File: src/hw/rtl/rb85_pkg.sv
// rb85_pkg: shared types, constants and alphabet functions of the rotating base-85 codec.
// Used by every module of the codec; depends on nothing else.
`default_nettype none

package rb85_pkg;

	// configuration register indexes and mode codes
	localparam int CFG_INDEX_W = 1;
	localparam logic [CFG_INDEX_W-1:0] REG_MODE = 1'b0;
	localparam logic [CFG_INDEX_W-1:0] REG_STEP = 1'b1;
	localparam logic MODE_ENCODE = 1'b0;
	localparam logic MODE_DECODE = 1'b1;

	localparam logic [6:0] RADIX = 7'd85;
	localparam logic [2:0] ENC_GROUP = 3'd4;
	localparam logic [2:0] DEC_GROUP = 3'd5;
	localparam logic [2:0] ENC_SYMBOLS = 3'd5;
	localparam logic [2:0] DEC_BYTES = 3'd4;

	// floor(v / 85) = (v * DIV85_MAGIC) >> DIV85_SHIFT for every 32-bit v
	localparam logic [31:0] DIV85_MAGIC = 32'd3233857729;
	localparam int DIV85_SHIFT = 38;

	typedef struct packed {
		logic [7:0] in_value;
		logic       in_last;
	} in_item_t;

	typedef struct packed {
		logic [7:0] out_value;
		logic       out_last;
	} out_item_t;

	// one finished group: padded word (encode) or decoded word
	typedef struct packed {
		logic [31:0] value;
		logic        last;
	} tok_t;

	// digits or bytes ready to go out, entry 0 first
	typedef struct packed {
		logic [4:0][7:0] dig;
		logic            last;
	} batch_t;

	// (a + b) mod 85 for a, b below 85
	function automatic logic [6:0] add_mod85(input logic [6:0] a, input logic [6:0] b);
		logic [7:0] s;
		s = {1'b0, a} + {1'b0, b};
		if (s >= {1'b0, RADIX}) begin
			s = s - {1'b0, RADIX};
		end
		return s[6:0];
	endfunction

	// (d - o) mod 85 for d, o below 85
	function automatic logic [6:0] sub_mod85(input logic [6:0] d, input logic [6:0] o);
		logic [7:0] s;
		if (d >= o) begin
			s = {1'b0, d} - {1'b0, o};
		end else begin
			s = {1'b0, d} + {1'b0, RADIX} - {1'b0, o};
		end
		return s[6:0];
	endfunction

	// alphabet index to character code
	function automatic logic [7:0] index_to_char(input logic [6:0] i);
		logic [7:0] c;
		c = 8'd0;
		if (i < 7'd10) begin
			c = 8'd48 + {1'b0, i};
		end else if (i < 7'd36) begin
			c = 8'd87 + {1'b0, i};
		end else if (i < 7'd62) begin
			c = 8'd29 + {1'b0, i};
		end else begin
			case (i)
				7'd62: c = 8'd46;   // .
				7'd63: c = 8'd45;   // -
				7'd64: c = 8'd58;   // :
				7'd65: c = 8'd43;   // +
				7'd66: c = 8'd61;   // =
				7'd67: c = 8'd94;   // ^
				7'd68: c = 8'd33;   // !
				7'd69: c = 8'd47;   // /
				7'd70: c = 8'd42;   // *
				7'd71: c = 8'd63;   // ?
				7'd72: c = 8'd38;   // &
				7'd73: c = 8'd60;   // <
				7'd74: c = 8'd62;   // >
				7'd75: c = 8'd40;   // (
				7'd76: c = 8'd41;   // )
				7'd77: c = 8'd91;   // [
				7'd78: c = 8'd93;   // ]
				7'd79: c = 8'd123;  // {
				7'd80: c = 8'd125;  // }
				7'd81: c = 8'd64;   // @
				7'd82: c = 8'd37;   // %
				7'd83: c = 8'd36;   // $
				7'd84: c = 8'd35;   // #
				default: c = 8'd0;
			endcase
		end
		return c;
	endfunction

	// character code to alphabet index, unknown characters give 0
	function automatic logic [6:0] char_to_index(input logic [7:0] c);
		logic [7:0] t;
		t = 8'd0;
		if (c >= 8'd48 && c <= 8'd57) begin
			t = c - 8'd48;
		end else if (c >= 8'd97 && c <= 8'd122) begin
			t = c - 8'd87;
		end else if (c >= 8'd65 && c <= 8'd90) begin
			t = c - 8'd29;
		end else begin
			case (c)
				8'd46:   t = 8'd62;
				8'd45:   t = 8'd63;
				8'd58:   t = 8'd64;
				8'd43:   t = 8'd65;
				8'd61:   t = 8'd66;
				8'd94:   t = 8'd67;
				8'd33:   t = 8'd68;
				8'd47:   t = 8'd69;
				8'd42:   t = 8'd70;
				8'd63:   t = 8'd71;
				8'd38:   t = 8'd72;
				8'd60:   t = 8'd73;
				8'd62:   t = 8'd74;
				8'd40:   t = 8'd75;
				8'd41:   t = 8'd76;
				8'd91:   t = 8'd77;
				8'd93:   t = 8'd78;
				8'd123:  t = 8'd79;
				8'd125:  t = 8'd80;
				8'd64:   t = 8'd81;
				8'd37:   t = 8'd82;
				8'd36:   t = 8'd83;
				8'd35:   t = 8'd84;
				default: t = 8'd0;
			endcase
		end
		return t[6:0];
	endfunction

endpackage

`default_nettype wire

File: src/hw/rtl/rotating_base85_codec.sv
// Rotating base-85 codec, top level: configuration registers and the three stages.
// Order: input register, group register, 5-step divide-by-85 unit (encode only), batch
// register, serializer buffer, output register. Within a batch results leave 1 per cycle
// while out_stall is low. The divider takes no new group until done; decode takes one
// character per cycle unless stalled. Reset clears all stream state; mode encode, step 0.
// Depends on rb85_pkg, rb85_front, rb85_conv, rb85_emit.
`default_nettype none

module rotating_base85_codec (
	input  wire logic                             clk,
	input  wire logic                             arst_n,
	input  wire logic                             in_valid,
	output logic                                  in_stall,
	input  wire rb85_pkg::in_item_t               in_data,
	output logic                                  out_valid,
	input  wire logic                             out_stall,
	output rb85_pkg::out_item_t                   out_data,
	input  wire logic                             cfg_we,
	input  wire logic [rb85_pkg::CFG_INDEX_W-1:0] cfg_index,
	input  wire logic [6:0]                       cfg_data
);

	logic             mode_q;
	logic [6:0]       step_q;
	logic             clear;
	logic             tok_valid;
	logic             tok_ready;
	rb85_pkg::tok_t   tok;
	logic             batch_valid;
	logic             batch_ready;
	rb85_pkg::batch_t batch;

	assign clear = cfg_we && (cfg_index == rb85_pkg::REG_MODE);

	// configuration registers, step kept reduced mod 85
	always_ff @(posedge clk or negedge arst_n) begin
		if (!arst_n) begin
			mode_q <= rb85_pkg::MODE_ENCODE;
			step_q <= 7'd0;
		end else if (cfg_we) begin
			case (cfg_index)
				rb85_pkg::REG_MODE: mode_q <= cfg_data[0];
				rb85_pkg::REG_STEP: begin
					step_q <= (cfg_data >= rb85_pkg::RADIX) ? cfg_data - rb85_pkg::RADIX
					                                        : cfg_data;
				end
				default: step_q <= step_q;
			endcase
		end
	end

	rb85_front u_front (
		.clk       (clk),
		.arst_n    (arst_n),
		.clear     (clear),
		.mode      (mode_q),
		.step      (step_q),
		.in_valid  (in_valid),
		.in_stall  (in_stall),
		.in_data   (in_data),
		.tok_valid (tok_valid),
		.tok_ready (tok_ready),
		.tok       (tok)
	);

	rb85_conv u_conv (
		.clk         (clk),
		.arst_n      (arst_n),
		.mode        (mode_q),
		.tok_valid   (tok_valid),
		.tok_ready   (tok_ready),
		.tok         (tok),
		.batch_valid (batch_valid),
		.batch_ready (batch_ready),
		.batch       (batch)
	);

	rb85_emit u_emit (
		.clk         (clk),
		.arst_n      (arst_n),
		.clear       (clear),
		.mode        (mode_q),
		.step        (step_q),
		.batch_valid (batch_valid),
		.batch_ready (batch_ready),
		.batch       (batch),
		.out_valid   (out_valid),
		.out_stall   (out_stall),
		.out_data    (out_data)
	);

endmodule

`default_nettype wire

File: src/hw/rtl/rb85_front.sv
// rb85_front: input register and stream state; packs bytes (encode) or accumulates
// rotated digits (decode) and hands finished groups on. Depends on rb85_pkg.
`default_nettype none

module rb85_front (
	input  wire logic              clk,
	input  wire logic              arst_n,
	input  wire logic              clear,
	input  wire logic              mode,
	input  wire logic [6:0]        step,
	input  wire logic              in_valid,
	output logic                   in_stall,
	input  wire rb85_pkg::in_item_t in_data,
	output logic                   tok_valid,
	input  wire logic              tok_ready,
	output rb85_pkg::tok_t         tok
);

	logic               valid_s1;
	rb85_pkg::in_item_t item_s1;
	logic [31:0]        grp_q;
	logic [2:0]         cnt_q;
	logic [6:0]         off_q;
	logic               tok_valid_q;
	rb85_pkg::tok_t     tok_q;

	logic [2:0]  cnt_next;
	logic [31:0] enc_word;
	logic [31:0] enc_pad;
	logic [6:0]  dec_digit;
	logic [31:0] dec_word;
	logic        complete;
	logic        produce;
	logic        s1_done;
	logic        step_go;
	logic        in_xfer;

	// group building for the item held in the input register
	always_comb begin
		cnt_next  = cnt_q + 3'd1;
		enc_word  = {grp_q[23:0], item_s1.in_value};
		dec_digit = rb85_pkg::add_mod85(rb85_pkg::char_to_index(item_s1.in_value), off_q);
		dec_word  = (grp_q << 6) + (grp_q << 4) + (grp_q << 2) + grp_q + {25'd0, dec_digit};
		case (cnt_next)
			3'd1:    enc_pad = {enc_word[7:0], 24'd0};
			3'd2:    enc_pad = {enc_word[15:0], 16'd0};
			3'd3:    enc_pad = {enc_word[23:0], 8'd0};
			default: enc_pad = enc_word;
		endcase
		if (mode == rb85_pkg::MODE_ENCODE) begin
			complete = (cnt_next == rb85_pkg::ENC_GROUP) || item_s1.in_last;
		end else begin
			complete = (cnt_next == rb85_pkg::DEC_GROUP);
		end
		produce  = valid_s1 && complete;
		s1_done  = !produce || !tok_valid_q || tok_ready;
		step_go  = valid_s1 && s1_done;
		in_stall = valid_s1 && !s1_done;
		in_xfer  = in_valid && !in_stall;
	end

	// input register
	always_ff @(posedge clk or negedge arst_n) begin
		if (!arst_n) begin
			valid_s1 <= 1'b0;
		end else if (in_xfer) begin
			valid_s1 <= 1'b1;
		end else if (s1_done) begin
			valid_s1 <= 1'b0;
		end
	end

	always_ff @(posedge clk) begin
		if (in_xfer) begin
			item_s1 <= in_data;
		end
	end

	// stream state
	always_ff @(posedge clk or negedge arst_n) begin
		if (!arst_n) begin
			grp_q <= 32'd0;
			cnt_q <= 3'd0;
			off_q <= 7'd0;
		end else if (clear) begin
			grp_q <= 32'd0;
			cnt_q <= 3'd0;
			off_q <= 7'd0;
		end else if (step_go) begin
			if (item_s1.in_last) begin
				grp_q <= 32'd0;
				cnt_q <= 3'd0;
				off_q <= 7'd0;
			end else begin
				if (complete) begin
					grp_q <= 32'd0;
					cnt_q <= 3'd0;
				end else begin
					grp_q <= (mode == rb85_pkg::MODE_ENCODE) ? enc_word : dec_word;
					cnt_q <= cnt_next;
				end
				if (mode == rb85_pkg::MODE_DECODE) begin
					off_q <= rb85_pkg::add_mod85(off_q, step);
				end
			end
		end
	end

	// group register toward the converter
	always_ff @(posedge clk or negedge arst_n) begin
		if (!arst_n) begin
			tok_valid_q <= 1'b0;
		end else if (produce && s1_done) begin
			tok_valid_q <= 1'b1;
		end else if (tok_ready) begin
			tok_valid_q <= 1'b0;
		end
	end

	always_ff @(posedge clk) begin
		if (produce && s1_done) begin
			tok_q.value <= (mode == rb85_pkg::MODE_ENCODE) ? enc_pad : dec_word;
			tok_q.last  <= item_s1.in_last;
		end
	end

	assign tok_valid = tok_valid_q;
	assign tok       = tok_q;

`ifndef SYNTHESIS
	// a group never holds more items than it takes to complete it
	a_cnt_range: assert property (@(posedge clk) disable iff (!arst_n)
		cnt_q < rb85_pkg::DEC_GROUP)
		else $error("front group count out of range");
	// decode offset stays a residue mod 85
	a_off_range: assert property (@(posedge clk) disable iff (!arst_n)
		off_q < rb85_pkg::RADIX)
		else $error("front offset out of range");
`endif

endmodule

`default_nettype wire

File: src/hw/rtl/rb85_conv.sv
// rb85_conv: splits an encode group into five base-85 digits, one division by 85
// per cycle, or unpacks a decoded word into four bytes. Depends on rb85_pkg.
`default_nettype none

module rb85_conv (
	input  wire logic           clk,
	input  wire logic           arst_n,
	input  wire logic           mode,
	input  wire logic           tok_valid,
	output logic                tok_ready,
	input  wire rb85_pkg::tok_t tok,
	output logic                batch_valid,
	input  wire logic           batch_ready,
	output rb85_pkg::batch_t    batch
);

	logic             busy_q;
	logic             full_q;
	logic [2:0]       step_q;
	logic [31:0]      val_q;
	rb85_pkg::batch_t batch_q;

	logic        tok_xfer;
	logic        batch_xfer;
	logic        last_step;
	logic [9:0]  byte_sum;
	logic [8:0]  fold;
	logic [8:0]  rem;
	logic [63:0] prod;
	logic [31:0] quot;

	// v mod 85 from the byte sum (256 is 1 mod 85), v / 85 by reciprocal
	always_comb begin
		byte_sum = {2'd0, val_q[7:0]} + {2'd0, val_q[15:8]}
		         + {2'd0, val_q[23:16]} + {2'd0, val_q[31:24]};
		fold = {1'b0, byte_sum[7:0]} + {7'd0, byte_sum[9:8]};
		if (fold >= 9'd255) begin
			rem = fold - 9'd255;
		end else if (fold >= 9'd170) begin
			rem = fold - 9'd170;
		end else if (fold >= 9'd85) begin
			rem = fold - 9'd85;
		end else begin
			rem = fold;
		end
		prod = {32'd0, val_q} * {32'd0, rb85_pkg::DIV85_MAGIC};
		quot = {6'd0, prod[63:rb85_pkg::DIV85_SHIFT]};
	end

	assign tok_ready   = !busy_q && (!full_q || batch_ready);
	assign tok_xfer    = tok_valid && tok_ready;
	assign batch_xfer  = full_q && batch_ready;
	assign last_step   = busy_q && (step_q == rb85_pkg::ENC_SYMBOLS - 3'd1);
	assign batch_valid = full_q;
	assign batch       = batch_q;

	// control
	always_ff @(posedge clk or negedge arst_n) begin
		if (!arst_n) begin
			busy_q <= 1'b0;
			full_q <= 1'b0;
			step_q <= 3'd0;
		end else begin
			if (tok_xfer && mode == rb85_pkg::MODE_ENCODE) begin
				busy_q <= 1'b1;
				step_q <= 3'd0;
			end else if (last_step) begin
				busy_q <= 1'b0;
			end else if (busy_q) begin
				step_q <= step_q + 3'd1;
			end
			if ((tok_xfer && mode == rb85_pkg::MODE_DECODE) || last_step) begin
				full_q <= 1'b1;
			end else if (batch_xfer) begin
				full_q <= 1'b0;
			end
		end
	end

	// digit shift register, most significant digit ends in entry 0
	always_ff @(posedge clk) begin
		if (tok_xfer) begin
			val_q        <= tok.value;
			batch_q.last <= tok.last;
			if (mode == rb85_pkg::MODE_DECODE) begin
				batch_q.dig <= {8'd0, tok.value[7:0], tok.value[15:8],
				                tok.value[23:16], tok.value[31:24]};
			end
		end else if (busy_q) begin
			val_q       <= quot;
			batch_q.dig <= {batch_q.dig[3:0], 1'b0, rem[6:0]};
		end
	end

`ifndef SYNTHESIS
	// a batch is never offered while its digits are still being formed
	a_busy_full: assert property (@(posedge clk) disable iff (!arst_n)
		!(busy_q && full_q))
		else $error("converter offers a batch while busy");
	// the step counter stops at the fifth digit
	a_step_range: assert property (@(posedge clk) disable iff (!arst_n)
		busy_q |-> (step_q < rb85_pkg::ENC_SYMBOLS))
		else $error("converter step out of range");
`endif

endmodule

`default_nettype wire

File: src/hw/rtl/rb85_emit.sv
// rb85_emit: serializes a batch into the output register, rotating and mapping
// encode digits to alphabet characters. Depends on rb85_pkg.
`default_nettype none

module rb85_emit (
	input  wire logic             clk,
	input  wire logic             arst_n,
	input  wire logic             clear,
	input  wire logic             mode,
	input  wire logic [6:0]       step,
	input  wire logic             batch_valid,
	output logic                  batch_ready,
	input  wire rb85_pkg::batch_t batch,
	output logic                  out_valid,
	input  wire logic             out_stall,
	output rb85_pkg::out_item_t   out_data
);

	logic                act_q;
	logic [2:0]          idx_q;
	logic [6:0]          off_q;
	rb85_pkg::batch_t    buf_q;
	logic                out_valid_q;
	rb85_pkg::out_item_t out_q;

	logic       slot_free;
	logic       emit;
	logic       final_item;
	logic       take;
	logic [2:0] last_idx;
	logic [6:0] sym;
	logic [7:0] value;

	// next result out of the held batch
	always_comb begin
		last_idx   = ((mode == rb85_pkg::MODE_DECODE) ? rb85_pkg::DEC_BYTES
		                                               : rb85_pkg::ENC_SYMBOLS) - 3'd1;
		slot_free  = !out_valid_q || !out_stall;
		emit       = act_q && slot_free;
		final_item = idx_q == last_idx;
		sym        = rb85_pkg::sub_mod85(buf_q.dig[0][6:0], off_q);
		if (mode == rb85_pkg::MODE_ENCODE) begin
			value = rb85_pkg::index_to_char(sym);
		end else begin
			value = buf_q.dig[0];
		end
		batch_ready = !act_q || (emit && final_item);
		take        = batch_valid && batch_ready;
	end

	// serializer control and symbol offset
	always_ff @(posedge clk or negedge arst_n) begin
		if (!arst_n) begin
			act_q <= 1'b0;
			idx_q <= 3'd0;
			off_q <= 7'd0;
		end else begin
			if (take) begin
				act_q <= 1'b1;
				idx_q <= 3'd0;
			end else if (emit) begin
				idx_q <= idx_q + 3'd1;
				if (final_item) begin
					act_q <= 1'b0;
				end
			end
			if (clear) begin
				off_q <= 7'd0;
			end else if (emit && mode == rb85_pkg::MODE_ENCODE) begin
				if (final_item && buf_q.last) begin
					off_q <= 7'd0;
				end else begin
					off_q <= rb85_pkg::add_mod85(off_q, step);
				end
			end
		end
	end

	always_ff @(posedge clk) begin
		if (take) begin
			buf_q <= batch;
		end else if (emit) begin
			buf_q.dig <= {8'd0, buf_q.dig[4:1]};
		end
	end

	// output register
	always_ff @(posedge clk or negedge arst_n) begin
		if (!arst_n) begin
			out_valid_q <= 1'b0;
		end else if (emit) begin
			out_valid_q <= 1'b1;
		end else if (slot_free) begin
			out_valid_q <= 1'b0;
		end
	end

	always_ff @(posedge clk) begin
		if (emit) begin
			out_q.out_value <= value;
			out_q.out_last  <= final_item;
		end
	end

	assign out_valid = out_valid_q;
	assign out_data  = out_q;

`ifndef SYNTHESIS
	// the serializer never runs past the end of a batch
	a_idx_range: assert property (@(posedge clk) disable iff (!arst_n)
		act_q |-> (idx_q <= last_idx))
		else $error("emitter index past end of batch");
	// encode offset stays a residue mod 85
	a_off_range: assert property (@(posedge clk) disable iff (!arst_n)
		off_q < rb85_pkg::RADIX)
		else $error("emitter offset out of range");
`endif

endmodule

`default_nettype wire

File: config.mk
export PLATFORM = sky130hd
export DESIGN_NAME = rotating_base85_codec
export DESIGN_NICKNAME = d
export VERILOG_FILES = /design/src/hw/rtl/rb85_pkg.sv /design/src/hw/rtl/rotating_base85_codec.sv /design/src/hw/rtl/rb85_front.sv /design/src/hw/rtl/rb85_conv.sv /design/src/hw/rtl/rb85_emit.sv
export SDC_FILE = /design/constraint.sdc
export NUM_CORES = 1
export LEC_CHECK = 0
export BUFFER_PORTS_ARGS = -buffer_cell sky130_fd_sc_hd__buf_2
export CORE_UTILIZATION = 50
export CTS_BUF_LIST = sky130_fd_sc_hd__clkbuf_4 sky130_fd_sc_hd__clkbuf_8
export DETAILED_ROUTE_END_ITERATION = 12
export HOLD_SLACK_MARGIN = 0.03
export PLACE_DENSITY_LB_ADDON = 0.2
export SETUP_SLACK_MARGIN = 0.1
export SKIP_LAST_GASP = 1
export SLEW_MARGIN = 15
export SYNTH_ARGS = -nofsm -noshare
export SYNTH_HDL_FRONTEND = slang
export SYNTH_SLANG_ARGS = --single-unit
File: constraint.sdc
create_clock -name clk -period 12.32 [get_ports clk]
set_clock_uncertainty 0.2 [all_clocks]
set_input_delay 0 -clock clk [delete_from_list [all_inputs] [get_ports clk]]
set_output_delay 0 -clock clk [all_outputs]
set_load 0.02 [all_outputs]
* Word level (Yosys, flattened, before mapping)
Index checks and enable logic that the tools add are counted.
Word-level totals: bits in registers 234, bits of input ports 22
Operators by class: add/sub/neg operators 31, multipliers 1, $lt $le $gt $ge 17, eq/ne operators 55, multiplexer cells 62, bitwise logic cells 2, reduce and logical (&&, ||, !) cells 53
Operators with widths (number):
- $pmux W7 S23 | 2
- $mux W32 | 8
- $mux W40 | 5
- $eq A7 B7 Y1 const B | 21
- $eq A8 B6 Y1 const B | 17
- $mux W7 | 18
- $add A32 B32 Y32 | 3
- $pmux W32 S3 | 1
- $mul A32 B32 Y64 const B | 1
- $sub A7 B7 Y7 const B | 7
- $eq A8 B7 Y1 const B | 6
- $ge A8 B7 Y1 const B | 5
- $add A32 B7 Y32 | 1
- $mux W8 | 4
- $mux W3 | 9
- $add A7 B7 Y8 | 3
- $reduce_bool A2 Y1 | 11
- $add A10 B8 Y10 | 2
- $logic_and A1 B1 Y1 | 19
- $ge A9 B8 Y1 const B | 2
- $le A8 B7 Y1 const B | 2
- $mux W1 | 15
- $eq A7 B6 Y1 const B | 2
- $lt A7 B6 Y1 const B | 2
- other kinds (27) | 55

* Logic depth before layout (Yosys ltp)
Gate-level depths: netlist of the first run.
word-level depth 14, depth in mapped cells 42, depth with buffers taken out 41

* Hierarchy
A second synthesis of the first run with hierarchy kept.
Unflattened totals: cell total of the unflattened synthesis 3004, area, all modules 29074.1 um^2
By module, submodules not included:
- rb85_conv | instances 1, cells an instance 1514, area an instance 14833.0 um^2
- rb85_front | instances 1, cells an instance 941, area an instance 8749.6 um^2
- rb85_emit | instances 1, cells an instance 497, area an instance 4978.5 um^2
- rotating_base85_codec | instances 1, cells an instance 52, area an instance 513.0 um^2

* Least setup slack after synthesis of the first run
OpenSTA, ideal clock, no wires.
path kind reg2reg, from register u_front.item_s1 (netlist bit u_front.enc_word[1]), to register u_front.tok_q (netlist bit u_front.tok[32]), data pin, arrival 7792 ps, required time 11850 ps, path slack 4058 ps, stages on the path, launching flop included 38, path buffers 3, clock period less this slack 8262 ps, cell sequence edfxtp_1 clkbuf_1 inv_1 ha_1 clkbuf_1 nor2b_1 nand2_1 a21oi_1 nor3_1 clkbuf_1 o21ai_0 and3_1 ha_1 a21o_1 a21oi_1 o21bai_1 a21oi_1 xor2_1 (+2 left out) nor2_1 a21oi_1 xnor2_1 fa_1 fa_1 ha_1 ha_1 nor2b_1 o21a_1 o21ai_0 a211oi_1 o21ai_0 o2bb2ai_1 o21ai_0 a2111o_1 and3_1 a211oi_1 a21oi_1
On the way: longest elaborated chain between the ends 10
Ends and longest elaborated chain:
- start, declared | RTL line rb85_front.sv:20 | rb85_pkg::in_item_t item_s1;
- start signal, assigned | RTL line rb85_front.sv:75 | item_s1 <= in_data;
- $ge A8 B7 Y1 (tied with other cells) | RTL line rb85_pkg.sv:116 | end else if (c >= 8'd65 && c <= 8'd90) begin
- $logic_and A1 B1 Y1 / $pmux W7 S23 (equally long branches) | RTL line rb85_pkg.sv:116, rb85_pkg.sv:119
- $mux W7 | RTL line rb85_pkg.sv:116
- $mux W7 | RTL line rb85_pkg.sv:114 | end else if (c >= 8'd97 && c <= 8'd122) begin
- $mux W7 * | RTL line rb85_pkg.sv:112 | if (c >= 8'd48 && c <= 8'd57) begin
- $add A7 B7 Y8 * | RTL line rb85_pkg.sv:49 | s = {1'b0, a} + {1'b0, b};
- $sub A7 B7 Y7 / $ge A8 B7 Y1 (equally long branches) | RTL line rb85_pkg.sv:51, rb85_pkg.sv:50
- $mux W7 * | RTL line rb85_pkg.sv:50 | if (s >= {1'b0, RADIX}) begin
- $add A32 B7 Y32 * | RTL line rb85_front.sv:43 | dec_word = (grp_q << 6) + (grp_q << 4) + (grp_q << 2) + grp_q + {25'd0, dec_digit};
- $mux W32 * | RTL line rb85_front.sv:122 | tok_q.value <= (mode == rb85_pkg::MODE_ENCODE) ? enc_pad : dec_word;
- end, declared | RTL line rb85_front.sv:25 | rb85_pkg::tok_t tok_q;
Mark *: on every way between the ends. The rest lies on a longest branch, timed or not. A chain may end at the register's enable or synchronous reset.

* Final worst setup path of the first run
from register u_front.item_s1 (netlist bit u_front.enc_word[4]), to register u_front.tok_q (netlist bit u_front.tok[32]), data pin
The elaborated chain is that of the path after synthesis.

==> reports/metrics.cfg, run 1 <==
[placement]
dpl_cell_area_um2=28500
place.gp.congestion=0.949
dp_hpwl_mm=58.8
numPortBuffers=32

[global_routing]
use_met3=0.0323
grt_max_degree=60
grt.met1_usage=0.361
grt_overflow=0
antenna_found_initial=0
grt_usage=0.268
grt-busiest-layer=met2
grt_use_met2=0.448
grt_pass1_vias=21600
grt_pass1_wl_mm=118

[cts]
hold_buffers=50
clkSinkCount=234
clockBufferDepth=3
cts-root-buf=clkbuf_8
numCtsBuffers=42
cts_resized=0
cts_setup_buffers=0
cts.clk_slew.worst_paths_ns=0.07
cts_max_level=2
clock_latency_ns=0.62
cts_tree=built

[layout]
finish.utilization=0.553
drive_gt1_frac=0.0683
antenna_cells=0
area_growth_syn_to_layout_pct=8.47
fin_area_um2=30000
nets=3602

[sta]
period_needed_ns=9.92
drv_slew=0
hold_slack_ns=0.227
tightest_slew_ns=1.02
rsz0062_at_grt=no
fin_crit_sh=0.806
setup_tns_ns=0
slew_headroom=0.300
fmax_mhz=101
hold_viol=0
setup_viol=0

[yosys]
synth_flop_cell=edfxtp_1
synth_area_per_cell_um2=9.89
synth-seq-cells=234
synth_edf_count=165
synth.net_count=3531
yosys_warnings=0
synth_area_um2=27600
yosysUniqueCellTypes=82
synth.yosys.seq_area_share=0.242
syn_inst=2793
async_flop_share=0.295

[die]
die_area_um2=56200
die_w_um=237
ios=33
row_count=85
fp.dieH_um=237
core_area_um2=54200
start_util=0.509

[setup_path]
r2r_start=u_front.enc_word[4]
cp-start-kind=flop
critPathMaxFanout=13
critical_path.startpoint=u_front.enc_word[4]
worst_ep_required_time_ns=12.43
critPathCaptureType=flop
cp_slowest_cell=edfxtp_1
cpPeakStageDelay_ns=0.65
critPathKind=reg2reg
crit_arrival_ns=10.03

[route]
viasPerCell=5.78
ant_nets=0
dr_total_vias=20800
drtPass1Iterations=9
wire_per_inst_um=20.3
first_iter_violations=1729
wl_mm=73.1
drc_errors=0

[status]
status=finished clean

[job]
max_cap_violations=0

[min_path]
hold_class=in2async

==> critical path: cells and delay by family, from the launching register on <==
family | cells | cell delay, ns
DFF | 1 | 0.65
xor gates and xnor gates | 2 | 0.51
and+or+nand+nor | 7 | 1.45
AOI/OAI and AO/OA | 20 | 4.22
adders and majority gates | 6 | 2.39
buffers and inverters | 2 | 0.19
==> path summary, 6_finish.rpt <==
kind / slack (ns) / cells after the start / endpoint
worst max-delay path: 2.40 / 37 / u_front.tok[32]
worst min-delay path: 0.23 / 4 / u_front.grp_q[4]
worst max register to register: 2.40 / 37 / u_front.tok[32]
worst min register to register: 0.26 / 0 / u_emit.buf_q[0]
max in group asynchronous: 11.09 / 4 / u_front.grp_q[20]
min in group clk: 0.23 / 5 / step_q[0]
==> Yosys cell counts (21+ instances only) <==
library cell	count	area (µm²)
nor2_1	123	462
clkbuf_1	62	233
o21ai_0	155	776
nor2b_1	22	138
nor3_1	30	150
a21oi_1	157	786
edfxtp_1	165	4950
xor2_1	35	307
nand2_1	215	807
and3_1	23	144
mux2i_1	21	210
fa_1	241	4820
inv_1	440	1650
o21bai_1	23	173
and2_1	30	188
a21o_1	44	330
ha_1	475	5940
dfrtp_1	69	1730
nand3_1	24	120
mux2_2	36	405
xnor2_1	96	841
==> final cells by class <==
type | instances | area (µm²)
Fill cell | 4736 | 24300
Timing Repair Buffer | 102 | 823
Tap cell | 696 | 871
Inverter | 440 | 1650
Clock inverter | 11 | 128
Sequential cell | 234 | 6680
Multi-Input combinational cell | 2044 | 19000
Clock buffer | 67 | 791
==> stage by stage <==
stage,setup slack [ns],cells
2_1_floorplan,4.06,2793
5_1_grt,1.60,3594
3_3_place_gp,2.86,3466
6_report,2.40,3594
4_1_cts,2.53,3594
3_5_place_dp,2.61,3466
==> cell usage in the layout, fill, tap and decap left out, drive strengths merged, types with 12 or more instances in the layout <==
| cell | synthesis | final |
|---|---|---|
| a211oi | 21 | 21 |
| a21o | 44 | 44 |
| a21oi | 160 | 160 |
| a22o | 20 | 20 |
| a31oi | 17 | 17 |
| and2 | 31 | 31 |
| and3 | 23 | 23 |
| buf | 13 | 53 |
| clkbuf | 62 | 67 |
| dfrtp | 69 | 69 |
| dlygate4sd3 | 0 | 49 |
| edfxtp | 165 | 165 |
| fa | 241 | 241 |
| ha | 475 | 475 |
| inv | 440 | 442 |
| mux2 | 36 | 36 |
| mux2i | 22 | 22 |
| nand2 | 215 | 215 |
| nand2b | 19 | 19 |
| nand3 | 24 | 24 |
| nor2 | 123 | 123 |
| nor2b | 22 | 22 |
| nor3 | 30 | 30 |
| o211ai | 12 | 12 |
| o21a | 18 | 18 |
| o21ai | 161 | 161 |
| o21bai | 24 | 24 |
| o31ai | 12 | 12 |
| or3 | 12 | 12 |
| xnor2 | 98 | 98 |
| xor2 | 35 | 35 |
==> metal layers <==
metal | wire length [µm] | share of wire | up-vias
li1 | - | - | 9802
met1 | 32200 | 0.44 | 10200
met2 | 34600 | 0.47 | 619
met3 | 3840 | 0.053 | 134
met4 | 2450 | 0.033 | 0
met5 | 0 | 0 | -
==> kinds of logic (layout without fill, tap and decap cells) <==
| kind of cell | count (synthesis) | count (layout) | synth area share |
|---|---|---|---|
| xor gates and xnor gates | 134 | 134 | 0.0435 |
| AOI/OAI and AO/OA | 591 | 591 | 0.140 |
| and+or+nand+nor | 545 | 545 | 0.0917 |
| adders and majority gates | 716 | 716 | 0.390 |
| buffers and inverters | 515 | 620 | 0.0705 |
| muxes | 58 | 58 | 0.0228 |
| DFF | 234 | 234 | 0.242 |
==> sequential cells by signal (all words and copies together) (netlist names), 3 cells and up <==
signal            cells
u_emit.idx_q          3
step_q                7
u_conv.val_q         32
u_emit.buf_q         41
u_front.grp_q        32
u_emit.off_q          7
u_front.tok          33
u_front.cnt_q         3
u_conv.batch         41
u_front.enc_word      8
u_emit.out_data       9
u_conv.step_q         3
u_front.off_q         7
Power of run 1 is left out: the tool's default activity adds up to more than one toggle a clock period on the data nets, which glitch-free logic cannot reach.
==> run 2, diff against run 1 <==
- clock period: 12.32 -> 9.4 ns (I/O delays scaled with it)
==> reports/metrics.cfg, run 2 (same netlist as run 1, synthesis figures left out) <==
[sta]
slew_headroom=0.215
rsz0062_at_grt=no
setup_tns_ns=0
fmax_mhz=115
fin_crit_sh=0.923
hold_viol=0
tightest_slew_ns=1.16
drv_slew=0
setup_viol=0
period_needed_ns=8.68

[cts]
clock_latency_ns=0.61
cts_tree=built
cts.clk_slew.worst_paths_ns=0.06
cts_max_level=2
cts-root-buf=clkbuf_8
numCtsBuffers=43
clockBufferDepth=3
clkSinkCount=234

[min_path]
hold_class=reg2reg

[setup_path]
critPathMaxFanout=8
cp_slowest_cell=a2111oi_0
cp-start-kind=flop
cpPeakStageDelay_ns=0.59
critPathCaptureType=flop
critPathKind=reg2reg
crit_top_cell=o21ai_0
worst_ep_required_time_ns=9.52
crit_arrival_ns=8.80

[route]
viasPerCell=5.75
wl_mm=73.2
wl_met2_mm=34.7
ant_nets=0
route.top_layer_used=met4
wire_per_inst_um=20.3
drtPass1Iterations=9
drc_errors=0
met3_wirelength_mm=3.39
first_iter_violations=1657
m1WireLength_mm=33.0
dr_total_vias=20700

[global_routing]
antenna_found_initial=0
grt_pass1_vias=21300
grt_usage=0.268
grt_overflow=0
grt_max_degree=70
grt_pass1_wl_mm=117

[die]
core_area_um2=54200
die_w_um=237
ios=33
fp.dieH_um=237
start_util=0.509
die_area_um2=56200
row_count=85

[layout]
area_growth_syn_to_layout_pct=8.84
antenna_cells=0
drive_gt1_frac=0.0729
nets=3613
layout_common_cells=ha_1 (472), inv_1 (439), fa_1 (241)
final_common_cell=ha_1
fill_cells=4825
finish.utilization=0.554

[placement]
place.gp.congestion=0.958
numPortBuffers=32
dp_hpwl_mm=58.8

[status]
status=finished clean

[job]
max_cap_violations=0

[run 2: cell count changes in the layout (fill, tap and decap cells not counted), moves of 2 or more]
cell           previous run  this run
ha_2                      0         3
clkbuf_4                 21         9
nor3b_1                   8         6
nor3_1                   29        27
clkinv_2                  5         7
clkbuf_8                 46        44
ha_1                    475       472
clkinv_1                  2        11
buf_4                    21        33
dlygate4sd3_1            49        47
[run 2: path summary, 6_finish.rpt]
path                                      from                to  slack (ns)  cells past startpoint
setup / recovery           u_front.enc_word[4]   u_front.tok[31]        0.72                     32
hold / removal                  u_front.tok[0]   u_conv.batch[0]        0.23                      0
setup reg to reg           u_front.enc_word[4]   u_front.tok[31]        0.72                     32
hold reg to reg                 u_front.tok[0]   u_conv.batch[0]        0.23                      0
max in group asynchronous               arst_n            mode_q        8.37                      4
min in group asynchronous               arst_n  u_emit.out_valid        0.32                      4
[run 2: worst max-delay path: cells and delay by family (launching register included)]
family,cells,cell delay [ns]
AOI/OAI and AO/OA,16,3.84
adders and majority gates,6,2.39
and+or+nand+nor,4,0.48
buffers and inverters,3,0.34
DFF,1,0.51
xor gates and xnor gates,3,0.64
[run 2: per-stage QoR]
step	worst slack [ns]	area, µm²	hold WS [ns]	std cells
after CTS	0.146	30000	0.169	3602
after floorplan	1.14	27600	-0.496	2793
final	0.720	30100	0.227	3603
after global placement	0.293	28600	-0.0177	3477
after global routing	0.0564	30100	0.246	3603
after detailed placement	0.203	28600	-0.0182	3477
[run 2: cell type report]
type	count	area [µm²]	share of cell area
Sequential cell	234	6680	0.222
Clock inverter	24	210	0.00699
Inverter	440	1650	0.0549
Multi-Input combinational cell	2044	19100	0.635
Timing Repair Buffer	112	901	0.0300
Tap cell	696	871	0.0290
Clock buffer	53	673	0.0224
[run 2: metal layers]
metal,track usage,vias up
met4,0.0817,0
met1,0.368,10200
li1,-,9804
met3,0.0318,113
met5,0,-
met2,0.442,556
[run 2: what timing repair did]
item	in CTS	in global routing
gates resized for setup	0	16
hold buffers	48	0
endpoints found under the hold margin	121	0
setup endpoints to repair	0	31
setup buffers	0	1
Power of run 2 is left out for the same reason.
